**config.mk**
```make
export PLATFORM = sky130hd
export DESIGN_NAME = hpp_ctrl
export DESIGN_NICKNAME = d
export VERILOG_FILES = /design/src/rtl/hpp_pkg.sv /design/src/rtl/hpp_ctrl.sv
export SDC_FILE = /design/constraint.sdc
export NUM_CORES = 1
export LEC_CHECK = 0
export ABC_AREA = 1
export BUFFER_PORTS_ARGS = -buffer_cell sky130_fd_sc_hd__buf_2
export CAP_MARGIN = 25
export CORE_MARGIN = 2
export CORE_UTILIZATION = 60
export CTS_BUF_LIST = sky130_fd_sc_hd__clkbuf_8
export CTS_CLUSTER_DIAMETER = 60
export DETAILED_ROUTE_END_ITERATION = 12
export PLACE_DENSITY = 0.95
export SKIP_LAST_GASP = 1
export SLEW_MARGIN = 20
export SYNTH_ARGS = -nofsm -noshare
export SYNTH_HDL_FRONTEND = slang
export SYNTH_SLANG_ARGS = --single-unit
```
**constraint.sdc**
```tcl
create_clock -name clk -period 3.5 [get_ports clk]
set_clock_uncertainty 0.2 [all_clocks]
set_input_delay 0.175 -clock clk [delete_from_list [all_inputs] [get_ports clk]]
set_output_delay 0.175 -clock clk [all_outputs]
set_load 0.01 [all_outputs]
```
**src/rtl/hpp_pkg.sv**
```systemverilog
`timescale 1ns / 1ps
// ----------------------------------------------------------------------------
// hpp_pkg
// Shared types and constants for the helix propagation block.
// ----------------------------------------------------------------------------
package hpp_pkg;

	localparam int CORDIC_STAGES = 16;
	localparam int TAB_LEN       = 24;
	localparam int CIDX_W        = 5;

	localparam int CW    = 43;
	localparam int ZW    = 34;
	localparam int CSW   = 27;
	localparam int AW    = 38;
	localparam int BW    = 27;
	localparam int PW    = 65;
	localparam int ACCW  = 66;
	localparam int DVD_W = 58;
	localparam int DVS_W = 32;
	localparam int NW    = 15;

	localparam logic [30:0] ATAN_TURNS [TAB_LEN] = '{
		31'd536870912, 31'd316933406, 31'd167458907, 31'd85004756, 31'd42667333,
		31'd21354465, 31'd10679838, 31'd5340245, 31'd2670163, 31'd1335087,
		31'd667544, 31'd333772, 31'd166886, 31'd83443, 31'd41722, 31'd20861,
		31'd10430, 31'd5215, 31'd2608, 31'd1304, 31'd652, 31'd326, 31'd163, 31'd81
	};

	localparam logic signed [CW-1:0] GAIN_Q24     = 43'sd10188014;
	localparam logic signed [ZW-1:0] HALF_TURN    = 34'sd2147483648;
	localparam logic signed [ZW-1:0] QUARTER_TURN = 34'sd1073741824;
	localparam logic signed [27:0]   ONE_Q24      = 28'sd16777216;
	localparam logic [19:0]          MASS_SQ      = 20'd749206;
	localparam logic [21:0]          TURN_COEF    = 22'd2459112;
	localparam logic [31:0]          RAD_COEF     = 32'd3373259426;
	localparam logic [14:0]          RADIUS_NUM   = 15'd32000;
	localparam logic [36:0]          RADIUS_CAP   = 37'd68719476736;
	localparam logic signed [42:0]   POS_CAP      = 43'sd4194304;
	localparam logic [63:0]          RND_HALF     = 64'h0000_8000_0000_0000;

	localparam logic [11:0] FS_RST  = 12'd973;
	localparam logic [15:0] TS_RST  = 16'd102;
	localparam logic [13:0] LIM_RST = 14'd10000;

	typedef enum logic [1:0] {
		REG_FIELD = 2'd0,
		REG_TSTEP = 2'd1,
		REG_LIMIT = 2'd2
	} reg_idx_t;

	typedef enum logic [4:0] {
		MOP_PXPX, MOP_PYPY, MOP_PZPZ, MOP_TXTX, MOP_TYTY, MOP_TSFS, MOP_NUM,
		MOP_APX, MOP_APY, MOP_RYC, MOP_RXS, MOP_RXC, MOP_RYS, MOP_XX, MOP_YY,
		MOP_PLO, MOP_PHI
	} mop_t;

	typedef enum logic [1:0] {
		AOP_NONE, AOP_LOAD, AOP_ADD, AOP_ADD16
	} aop_t;

	typedef enum logic [2:0] {
		ST_NONE, ST_TGT, ST_S8, ST_RX, ST_RY, ST_X, ST_Y
	} st_t;

	typedef struct packed {
		logic load;
		mop_t mop;
		aop_t aop;
		logic sq_go;
		logic div_go;
		logic div_rad;
		logic cor_go;
		logic cor_vec;
		st_t  st;
		logic adv;
		logic out_load;
	} cmd_t;

	typedef struct packed {
		logic sq_busy;
		logic div_busy;
		logic cor_busy;
		logic outside;
		logic limit_next;
	} sts_t;

endpackage

```
**src/rtl/hpp_ctrl.sv**
```systemverilog
`timescale 1ns / 1ps
// ----------------------------------------------------------------------------
// hpp_ctrl
// Sequencer: setup arithmetic, helix step loop, final angle, output register
// handshake.
// ----------------------------------------------------------------------------
module hpp_ctrl (
	input  logic           clk,
	input  logic           arst_n,
	input  logic           in_valid,
	output logic           in_stall,
	output logic           out_valid,
	input  logic           out_stall,
	input  hpp_pkg::sts_t  sts,
	output hpp_pkg::cmd_t  cmd
);

	typedef enum logic [5:0] {
		S_IDLE, S_PX, S_PY, S_PZ, S_W0, S_SQ, S_TX, S_TY, S_W1, S_TGT, S_TSFS,
		S_W2, S_NUM, S_W3, S_SQW, S_D8, S_D8W, S_S8, S_APX, S_WX, S_DX, S_DXW,
		S_STX, S_APY, S_WY, S_DY, S_DYW, S_STY, S_ROT, S_ROTW, S_M1, S_M2, S_WPX,
		S_STPX, S_M3, S_M4, S_WPY, S_STPY, S_M5, S_M6, S_WR, S_CHK, S_VEC, S_VECW,
		S_P1, S_P2, S_WP, S_FIN
	} state_t;

	state_t state_q, state_d;
	logic   out_valid_q, fin_go;

	assign fin_go = (state_q == S_FIN) && (!out_valid_q || !out_stall);

	always_comb begin
		cmd     = '0;
		state_d = state_q;
		case (state_q)
			S_IDLE: if (in_valid) begin cmd.load = 1'b1; state_d = S_PX; end
			S_PX:   begin cmd.mop = hpp_pkg::MOP_PXPX; cmd.aop = hpp_pkg::AOP_LOAD; state_d = S_PY; end
			S_PY:   begin cmd.mop = hpp_pkg::MOP_PYPY; cmd.aop = hpp_pkg::AOP_ADD; state_d = S_PZ; end
			S_PZ:   begin cmd.mop = hpp_pkg::MOP_PZPZ; cmd.aop = hpp_pkg::AOP_ADD; state_d = S_W0; end
			S_W0:   state_d = S_SQ;
			S_SQ:   begin cmd.sq_go = 1'b1; state_d = S_TX; end
			S_TX:   begin cmd.mop = hpp_pkg::MOP_TXTX; cmd.aop = hpp_pkg::AOP_LOAD; state_d = S_TY; end
			S_TY:   begin cmd.mop = hpp_pkg::MOP_TYTY; cmd.aop = hpp_pkg::AOP_ADD; state_d = S_W1; end
			S_W1:   state_d = S_TGT;
			S_TGT:  begin cmd.st = hpp_pkg::ST_TGT; state_d = S_TSFS; end
			S_TSFS: begin cmd.mop = hpp_pkg::MOP_TSFS; cmd.aop = hpp_pkg::AOP_LOAD; state_d = S_W2; end
			S_W2:   state_d = S_NUM;
			S_NUM:  begin cmd.mop = hpp_pkg::MOP_NUM; cmd.aop = hpp_pkg::AOP_LOAD; state_d = S_W3; end
			S_W3:   state_d = S_SQW;
			S_SQW:  if (!sts.sq_busy) state_d = S_D8;
			S_D8:   begin cmd.div_go = 1'b1; state_d = S_D8W; end
			S_D8W:  if (!sts.div_busy) state_d = S_S8;
			S_S8:   begin cmd.st = hpp_pkg::ST_S8; state_d = S_APX; end
			S_APX:  begin cmd.mop = hpp_pkg::MOP_APX; cmd.aop = hpp_pkg::AOP_LOAD; state_d = S_WX; end
			S_WX:   state_d = S_DX;
			S_DX:   begin cmd.div_go = 1'b1; cmd.div_rad = 1'b1; state_d = S_DXW; end
			S_DXW:  if (!sts.div_busy) state_d = S_STX;
			S_STX:  begin cmd.st = hpp_pkg::ST_RX; state_d = S_APY; end
			S_APY:  begin cmd.mop = hpp_pkg::MOP_APY; cmd.aop = hpp_pkg::AOP_LOAD; state_d = S_WY; end
			S_WY:   state_d = S_DY;
			S_DY:   begin cmd.div_go = 1'b1; cmd.div_rad = 1'b1; state_d = S_DYW; end
			S_DYW:  if (!sts.div_busy) state_d = S_STY;
			S_STY:  begin cmd.st = hpp_pkg::ST_RY; state_d = S_ROT; end
			S_ROT:  begin cmd.cor_go = 1'b1; state_d = S_ROTW; end
			S_ROTW: if (!sts.cor_busy) state_d = S_M1;
			S_M1:   begin cmd.mop = hpp_pkg::MOP_RYC; cmd.aop = hpp_pkg::AOP_LOAD; state_d = S_M2; end
			S_M2:   begin cmd.mop = hpp_pkg::MOP_RXS; cmd.aop = hpp_pkg::AOP_ADD; state_d = S_WPX; end
			S_WPX:  state_d = S_STPX;
			S_STPX: begin cmd.st = hpp_pkg::ST_X; state_d = S_M3; end
			S_M3:   begin cmd.mop = hpp_pkg::MOP_RXC; cmd.aop = hpp_pkg::AOP_LOAD; state_d = S_M4; end
			S_M4:   begin cmd.mop = hpp_pkg::MOP_RYS; cmd.aop = hpp_pkg::AOP_ADD; state_d = S_WPY; end
			S_WPY:  state_d = S_STPY;
			S_STPY: begin cmd.st = hpp_pkg::ST_Y; state_d = S_M5; end
			S_M5:   begin cmd.mop = hpp_pkg::MOP_XX; cmd.aop = hpp_pkg::AOP_LOAD; state_d = S_M6; end
			S_M6:   begin cmd.mop = hpp_pkg::MOP_YY; cmd.aop = hpp_pkg::AOP_ADD; state_d = S_WR; end
			S_WR:   state_d = S_CHK;
			S_CHK: begin
				cmd.adv = 1'b1;
				state_d = (sts.limit_next || sts.outside) ? S_VEC : S_ROT;
			end
			S_VEC:  begin cmd.cor_go = 1'b1; cmd.cor_vec = 1'b1; state_d = S_VECW; end
			S_VECW: if (!sts.cor_busy) state_d = S_P1;
			S_P1:   begin cmd.mop = hpp_pkg::MOP_PLO; cmd.aop = hpp_pkg::AOP_LOAD; state_d = S_P2; end
			S_P2:   begin cmd.mop = hpp_pkg::MOP_PHI; cmd.aop = hpp_pkg::AOP_ADD16; state_d = S_WP; end
			S_WP:   state_d = S_FIN;
			S_FIN:  if (fin_go) begin cmd.out_load = 1'b1; state_d = S_IDLE; end
			default: state_d = S_IDLE;
		endcase
	end

	always_ff @(posedge clk or negedge arst_n) begin
		if (!arst_n) begin
			state_q     <= S_IDLE;
			out_valid_q <= 1'b0;
		end else begin
			state_q <= state_d;
			if (fin_go) out_valid_q <= 1'b1;
			else if (!out_stall) out_valid_q <= 1'b0;
		end
	end

	assign in_stall  = (state_q != S_IDLE);
	assign out_valid = out_valid_q;

endmodule

```
**Word level (Yosys, flattened, before mapping)**

Cells that the tools add are included.

- Equal/unequal tests: 56
- Muxes and demuxes: 24
- Reductions and logical operators: 11

Operators by type and width:

| kind | count |
|---|---|
| one-hot mux 6 bit (48 select lines) | 1 |
| one-hot mux 7 bit (17 select lines) | 1 |
| == test 6 x 5 -> 1 bit (second input constant) | 16 |
| == test 6 bit (second input constant) | 16 |
| two-way mux 6 bit | 9 |
| == test 6 x 4 -> 1 bit (second input constant) | 8 |
| == test 6 x 3 -> 1 bit (second input constant) | 4 |
| one-hot mux 3 bit (6 select lines) | 1 |
| != test 2 bit (second input constant) | 8 |
| == test 6 x 2 -> 1 bit (second input constant) | 2 |
| two-way mux 1 bit | 12 |
| AND reduction 8 bit | 1 |
| == test 6 x 1 -> 1 bit (second input constant) | 1 |
| logical NOT 6 bit | 1 |
| nonzero test 6 bit | 1 |
| OR reduction 2 bit | 2 |
| OR reduction 3 bit | 1 |
| logical NOT 1 bit | 2 |
| logical OR 1 bit | 2 |
| != test 2 x 1 -> 1 bit (second input constant) | 1 |
| logical AND 1 bit | 1 |

- Bits in registers: 7
- Input port bits: 9

**Logic depth before layout (Yosys ltp)**

Gate-level depths: netlist of the first run.

- Word-level depth: 5
- Depth in mapped cells: 11
- Mapped depth without buffers: 11

**Worst setup path before layout of the first run**

No wires, ideal clock.

- Path kind: register -> register
- Start: reg state_q[5]
- End: reg state_q[0]
- Required time: 3.184 ns
- Period minus slack after synthesis: 1.700 ns
- Stages on the path, launching flop included: 9
- Setup time: 0.116 ns
- Data arrival time: 1.383 ns
- Path slack: 1.800 ns
- Path buffers: 0
- Cell sequence: dfrtp_1 -> nor2_2 -> nand3_1 -> o21ai_0 -> nor2_1 -> nand2_4 -> inv_2 -> nand2_1 -> nand2_1

- Longest elaborated chain between the ends: 4

Ends and longest elaborated chain:

| item | RTL line | source |
|---|---|---|
| start, declared | hpp_ctrl.sv:26 | `state_t state_q, state_d;` |
| start signal, assigned | hpp_ctrl.sv:95 | `state_q <= state_d;` |
| == test 6 bit | hpp_ctrl.sv:29, hpp_ctrl.sv:34 |  |
| logical AND 1 bit | hpp_ctrl.sv:29 | `assign fin_go = (state_q == S_FIN) && (!out_valid_q \|\| !out_stall);` |
| != test 2 bit (no source line) | - |  |
| AND reduction 8 bit (no source line) | - |  |

Several ways; a longest one is shown, not always the timed one.
A chain may end at the register's enable or synchronous reset.

==> results.tsv, run 1 <==
metric	value	unit
leakage	1.03	nW
first_pass_iters	6	
crit_type	reg2out	
die_area	2430	µm²
hpwl	3.03	mm
grt_overflow_total	0	
synth_nets	256	
cts_tree	yes	
hold_violations	0	
cts_sinks	7	
slew_headroom	40.6	%
grt_usage	35.0	%
avgSynthCellArea	4.99	µm²
maxSlewViolCount	0	
clk_latency	230	ps
fill_cells	195	
min_path_cells	4	
ys_async_sr_fraction	100	%
post_cts_buffers	0	
status	complete, no violations	
synth_seq_cells	7	
nets	284	
place.gp.congestion	1.01	
synthFlopType	dfrtp_1	
r2r_cells	8	
cpPeakStageDelay	720	ps
synth_edf_count	0	
start_kind	flop	
cts.repair.resized	0	
start_util	63.5	%
worst_setup_path_end_kind	primary output	
drcViolationCount	0	
grt_start_max_net_pins	20	
synth_area	1230	µm²
wl_met1	1.57	mm
antenna_cells	0	
cts-root-buf	clkbuf_8	
pwr_density_cell	718	nW/µm²
critPathSlowestCell	nor2_1	
cts_buffers	3	
fp.dieW	49.3	µm
antenna_found_initial	0	
cp_common_cell	nand3_1	
htree_num_levels	1	
avgViaCountPerCell	5.81	
drive_gt1_share	15.7	%
hold_class	in2reg	
clock.fmax	398	MHz
period_needed	2520	ps
routed.top_layer	met4	
grt_pass1_vias	1463	
routed-via-count	1750	
post-route-util	73.3	%
crit_chain	nor2_1 -> nand3_1 -> nand4_1 -> inv_1 -> nand3_1 -> buf_2	
rsz0062_at_grt	false	
rows	16	
cts.path.max_buffers	2	
met2WireLength	1.83	mm
port-buffer-count	28	
core_area	1940	µm²
worstPathMaxFanout	13	
synth.distinct_cells	20	
holdBufCountCts	2	
setup_violations	0	
area_growth	15.3	%
fin_crit_sh	71.9	%
drt-initial-drc-count	139	
grt_pass1_wl	6.74	mm
clk_pin_slew	40	ps
finalPower	1.02	mW
netlist_instances	247	
crit_arrival	2140	ps
boundaryPins	29	
rrSetupSlack	1150	ps
setup-tns-final	0	ps
ys_seq_area_share	14.2	%
wl	4.00	mm
crit_required	3120	ps
die_h	49.3	µm
worstMarginPinSlew	887	ps
vdd_drop_max	0.757	mV
yosys_warnings	0	
cap_violations	0	
dr_wl_met3	538	µm
ant_nets	0	
post_drt_wl_per_cell	13.3	µm
power breakdown:
group	total, mW	internal, mW	switching, mW	leakage [nW]
clock	0.109	0.0757	0.0335	0.0269
combinational	0.750	0.223	0.527	0.911
sequential	0.162	0.113	0.0493	0.0913
total	1.02	0.412	0.610	1.03
synth_stat cells (3+ instances only):
| cell type | instances | share of area (%) |
|---|---|---|
| nand2_1 | 96 | 29 |
| nand3_1 | 48 | 19 |
| nor2_1 | 42 | 13 |
| inv_1 | 20 | 6.1 |
| dfrtp_1 | 7 | 14 |
| nand4_1 | 6 | 3.0 |
| buf_2 | 4 | 1.6 |
| inv_2 | 3 | 0.91 |
| nor2_2 | 3 | 1.5 |
| nor2_4 | 3 | 2.7 |
layout make-up:
class	count	area, µm²	area share, %
Multi-Input combinational cell	210	922	64.8
Sequential cell	7	175	12.3
Timing Repair Buffer	30	160	11.3
Inverter	23	86.3	6.07
Clock buffer	3	41.3	2.90
Tap cell	27	33.8	2.37
Clock inverter	1	3.75	0.264
cell families after synthesis:
logic type / after synthesis / share of synthesized area (%)
compound gates: 6 / 2.43
buf+inv: 30 / 11.1
flops: 7 / 14.2
simple gates: 204 / 72.3
cells in the final DEF (no fill, tap or decap):
master / instances
inv_1: 21
nor2_2: 3
nand2_4: 1
a21oi_1: 2
dlygate4sd3_1: 2
o21ai_0: 2
nand3_2: 1
nand4_1: 6
nor2_4: 3
inv_2: 3
clkbuf_8: 3
o21ai_1: 2
or2_2: 1
nor2_1: 42
nor3_1: 2
dfrtp_1: 7
nand3_1: 48
nand2_1: 96
buf_2: 28
or3_1: 1
stage by stage:
step / hold WS (ps) / area (µm²) / instances / setup slack [ps]
6_report: 104 / 1420 / 301 / 984
5_1_grt: 150 / 1420 / 301 / 844
4_1_cts: 111 / 1420 / 301 / 1060
3_5_place_dp: -194 / 1360 / 295 / 1240
3_3_place_gp: -192 / 1360 / 295 / 1320
2_1_floorplan: -321 / 1230 / 247 / 1800
state kept, by name, summed over array words and instances (netlist names):
name	count
state_q	6
out_valid	1
critical path, delay by kind of cell, from the launching register on:
kind	cells	cell delay, ps
simple gates	4	1250
buf+inv	2	200
flops	1	450
per-layer routing:
metal,global-route usage [%],vias to the layer above
li1,-,846
met1,45.6,762
met2,58.6,127
met3,8.59,15
met4,6.19,0
met5,0,-
path summary, 6_finish.rpt:
path                                   end       start
min in group asynchronous        out_valid      arst_n
worst max-delay path               cmd[15]  state_q[2]
worst max register to register  state_q[0]  state_q[2]
max in group asynchronous       state_q[4]      arst_n
worst min register to register   out_valid   out_valid
worst min-delay path            state_q[4]      sts[0]
Note: power is estimated with default switching activity, not from simulation.
==> run 2: changes to the inputs <==
- CORE_UTILIZATION: 60 -> 50
- PLACE_DENSITY: 0.95 -> 0.87
- clock period: 3.5 -> 2.04 ns (I/O delays scaled with it)
==> results.tsv, run 2 (synthesis results as in run 1) <==
metric	value	unit
post_drt_wl_per_cell	13.6	µm
crit_required	1740	ps
routed-via-count	1814	
core_area	2280	µm²
fill_cells	215	
hold_violations	0	
vdd_drop_max	1.28	mV
hpwl	3.16	mm
status	complete, no violations	
cp_top_family	simple AND/OR/NAND/NOR gates	
maxSlewViolCount	0	
drive_gt1_share	25.9	%
nets	300	
worstPathMaxFanout	6	
cp_num_buf_inv	2	
grt_pass1_vias	1543	
ant_nets	0	
critPathSlowestCell	dfrtp_2	
final_common_cell	nand2_1	
seqPwrFrac	15.7	%
slew_headroom	79.3	%
setup-tns-final	0	ps
wl	4.32	mm
period_needed	1980	ps
switchingPower	1.17	mW
boundaryPins	29	
htree_num_levels	1	
power_frac_comb	75.1	%
grt_pass1_wl	6.76	mm
avgViaCountPerCell	5.70	
seq_area	183	µm²
clk_latency	230	ps
clock.fmax	505	MHz
die_h	53.7	µm
grt_start_max_net_pins	14	
die_area	2880	µm²
cts-root-buf	clkbuf_8	
switching_share	56.4	%
cts_tree	yes	
cts_buffers	3	
cap_violations	0	
cpPeakStageDelay	440	ps
drt-initial-drc-count	129	
crit_arrival	1680	ps
grt_usage	31.5	%
place.gp.congestion	1.06	
final_area	1600	µm²
crit_chain	inv_1 -> nand2_1 -> nor2_1 -> nand2_1 -> nand3_1 -> or3_1 -> buf_2	
layout.cells.non_filler	318	
grt_overflow_total	0	
setup_violations	0	
clock_power_share	9.1	%
drcViolationCount	0	
start_kind	flop	
largest_reg_flops	6	
port-buffer-count	28	
rsz0062_at_grt	true	
first_pass_iters	6	
layout_common_cells	nand2_1 (94), nand3_1 (45), nor2_1 (38)	
worstMarginPinSlew	310	ps
antenna_found_initial	0	
multi_input_area	972	µm²
dp_cells	303	
finalPower	2.07	mW
rows	17	
largest_register	state_q	
pwr_density_cell	1290	nW/µm²
leakage	1.11	nW
dpl_cell_area	1410	µm²
crit_type	reg2out	
clk_pin_slew	40	ps
fin_crit_sh	97.1	%
area_growth	29.8	%
cp_common_cell	nand2_1	
hold_class	in2reg	
start_util	54.2	%
worst_setup_path_end_kind	primary output	
internal_power	0.900	mW
cts.path.max_buffers	2	
fp.dieW	53.7	µm
cts_sinks	7	
antenna_cells	0	
-- run 2: cell count changes in the layout (fill, tap and decap cells not counted), moves of 3 or more --
cell	change
buf_4	+16
dfrtp_1	-6
dfrtp_2	+6
nand3_1	-3
nand3_2	+3
nor2_1	-4
nor2_4	+4
-- run 2: path summary, 6_finish.rpt --
path | from | to | slack, ps | depth (start not counted)
worst max register to register | state_q[1] | state_q[2] | 140 | 10
worst min register to register | out_valid | out_valid | 340 | 2
worst min-delay path | sts[0] | state_q[4] | 20 | 4
max in group asynchronous | arst_n | state_q[5] | 1430 | 2
worst max-delay path | state_q[3] | cmd[13] | 60 | 7
min in group asynchronous | arst_n | out_valid | 30 | 2
-- run 2: worst reg2reg max path: cells and delay by family (launching register included) --
| kind | cells | cell delay [ps] |
|---|---|---|
| buffers and inverters | 3 | 310 |
| flip-flops | 1 | 450 |
| AO/OA/AOI/OAI | 1 | 140 |
| AND/OR/NAND/NOR | 6 | 690 |
-- run 2: per-layer routing --
| layer | global-route usage (%) | vias to the layer above | part of all wire (%) | wire, µm |
|---|---|---|---|---|
| met4 | 7.26 | 0 | 1.4 | 61 |
| met1 | 43.1 | 793 | 40 | 1740 |
| met3 | 6.11 | 14 | 12 | 526 |
| met2 | 50.8 | 137 | 46 | 2000 |
| met5 | 0 | - | 0 | 0 |
| li1 | - | 870 | - | - |
-- run 2: final cells by class --
class	instances	area share, %
clock buffer	3	2.58
clock inverter	1	0.234
inverter	23	5.39
multi-input combinational	210	60.7
sequential	7	11.4
tap	28	2.19
timing repair buffer	46	17.5
-- run 2: what timing repair did --
item                                    in CTS  in global routing
setup buffers                                5                  4
pin swaps                                    2                  3
resized for setup                            6                 14
endpoints found under the setup margin       5                  8
hold buffers                                 2                  0
endpoints found under the hold margin        8                  0
-- run 2: through the flow --
stage          utilization, %  hold slack, ps  worst slack (ps)
6_report                 70.4            22.7              59.5
3_3_place_gp             62.0            -261               122
3_5_place_dp             62.0            -262               130
4_1_cts                  67.3            28.3              9.85
5_1_grt                  70.4            42.8             -14.8
2_1_floorplan               -            -394               340
-- run 2: power groups by stage --
stage	clock network (mW)	logic (mW)	registers (mW)
after detailed placement	0	1.36	0.273
after global routing	0.198	1.70	0.333
after global placement	0	1.35	0.269
after floorplan	0	0.954	0.260
final	0.188	1.55	0.325
after CTS	0.188	1.42	0.287
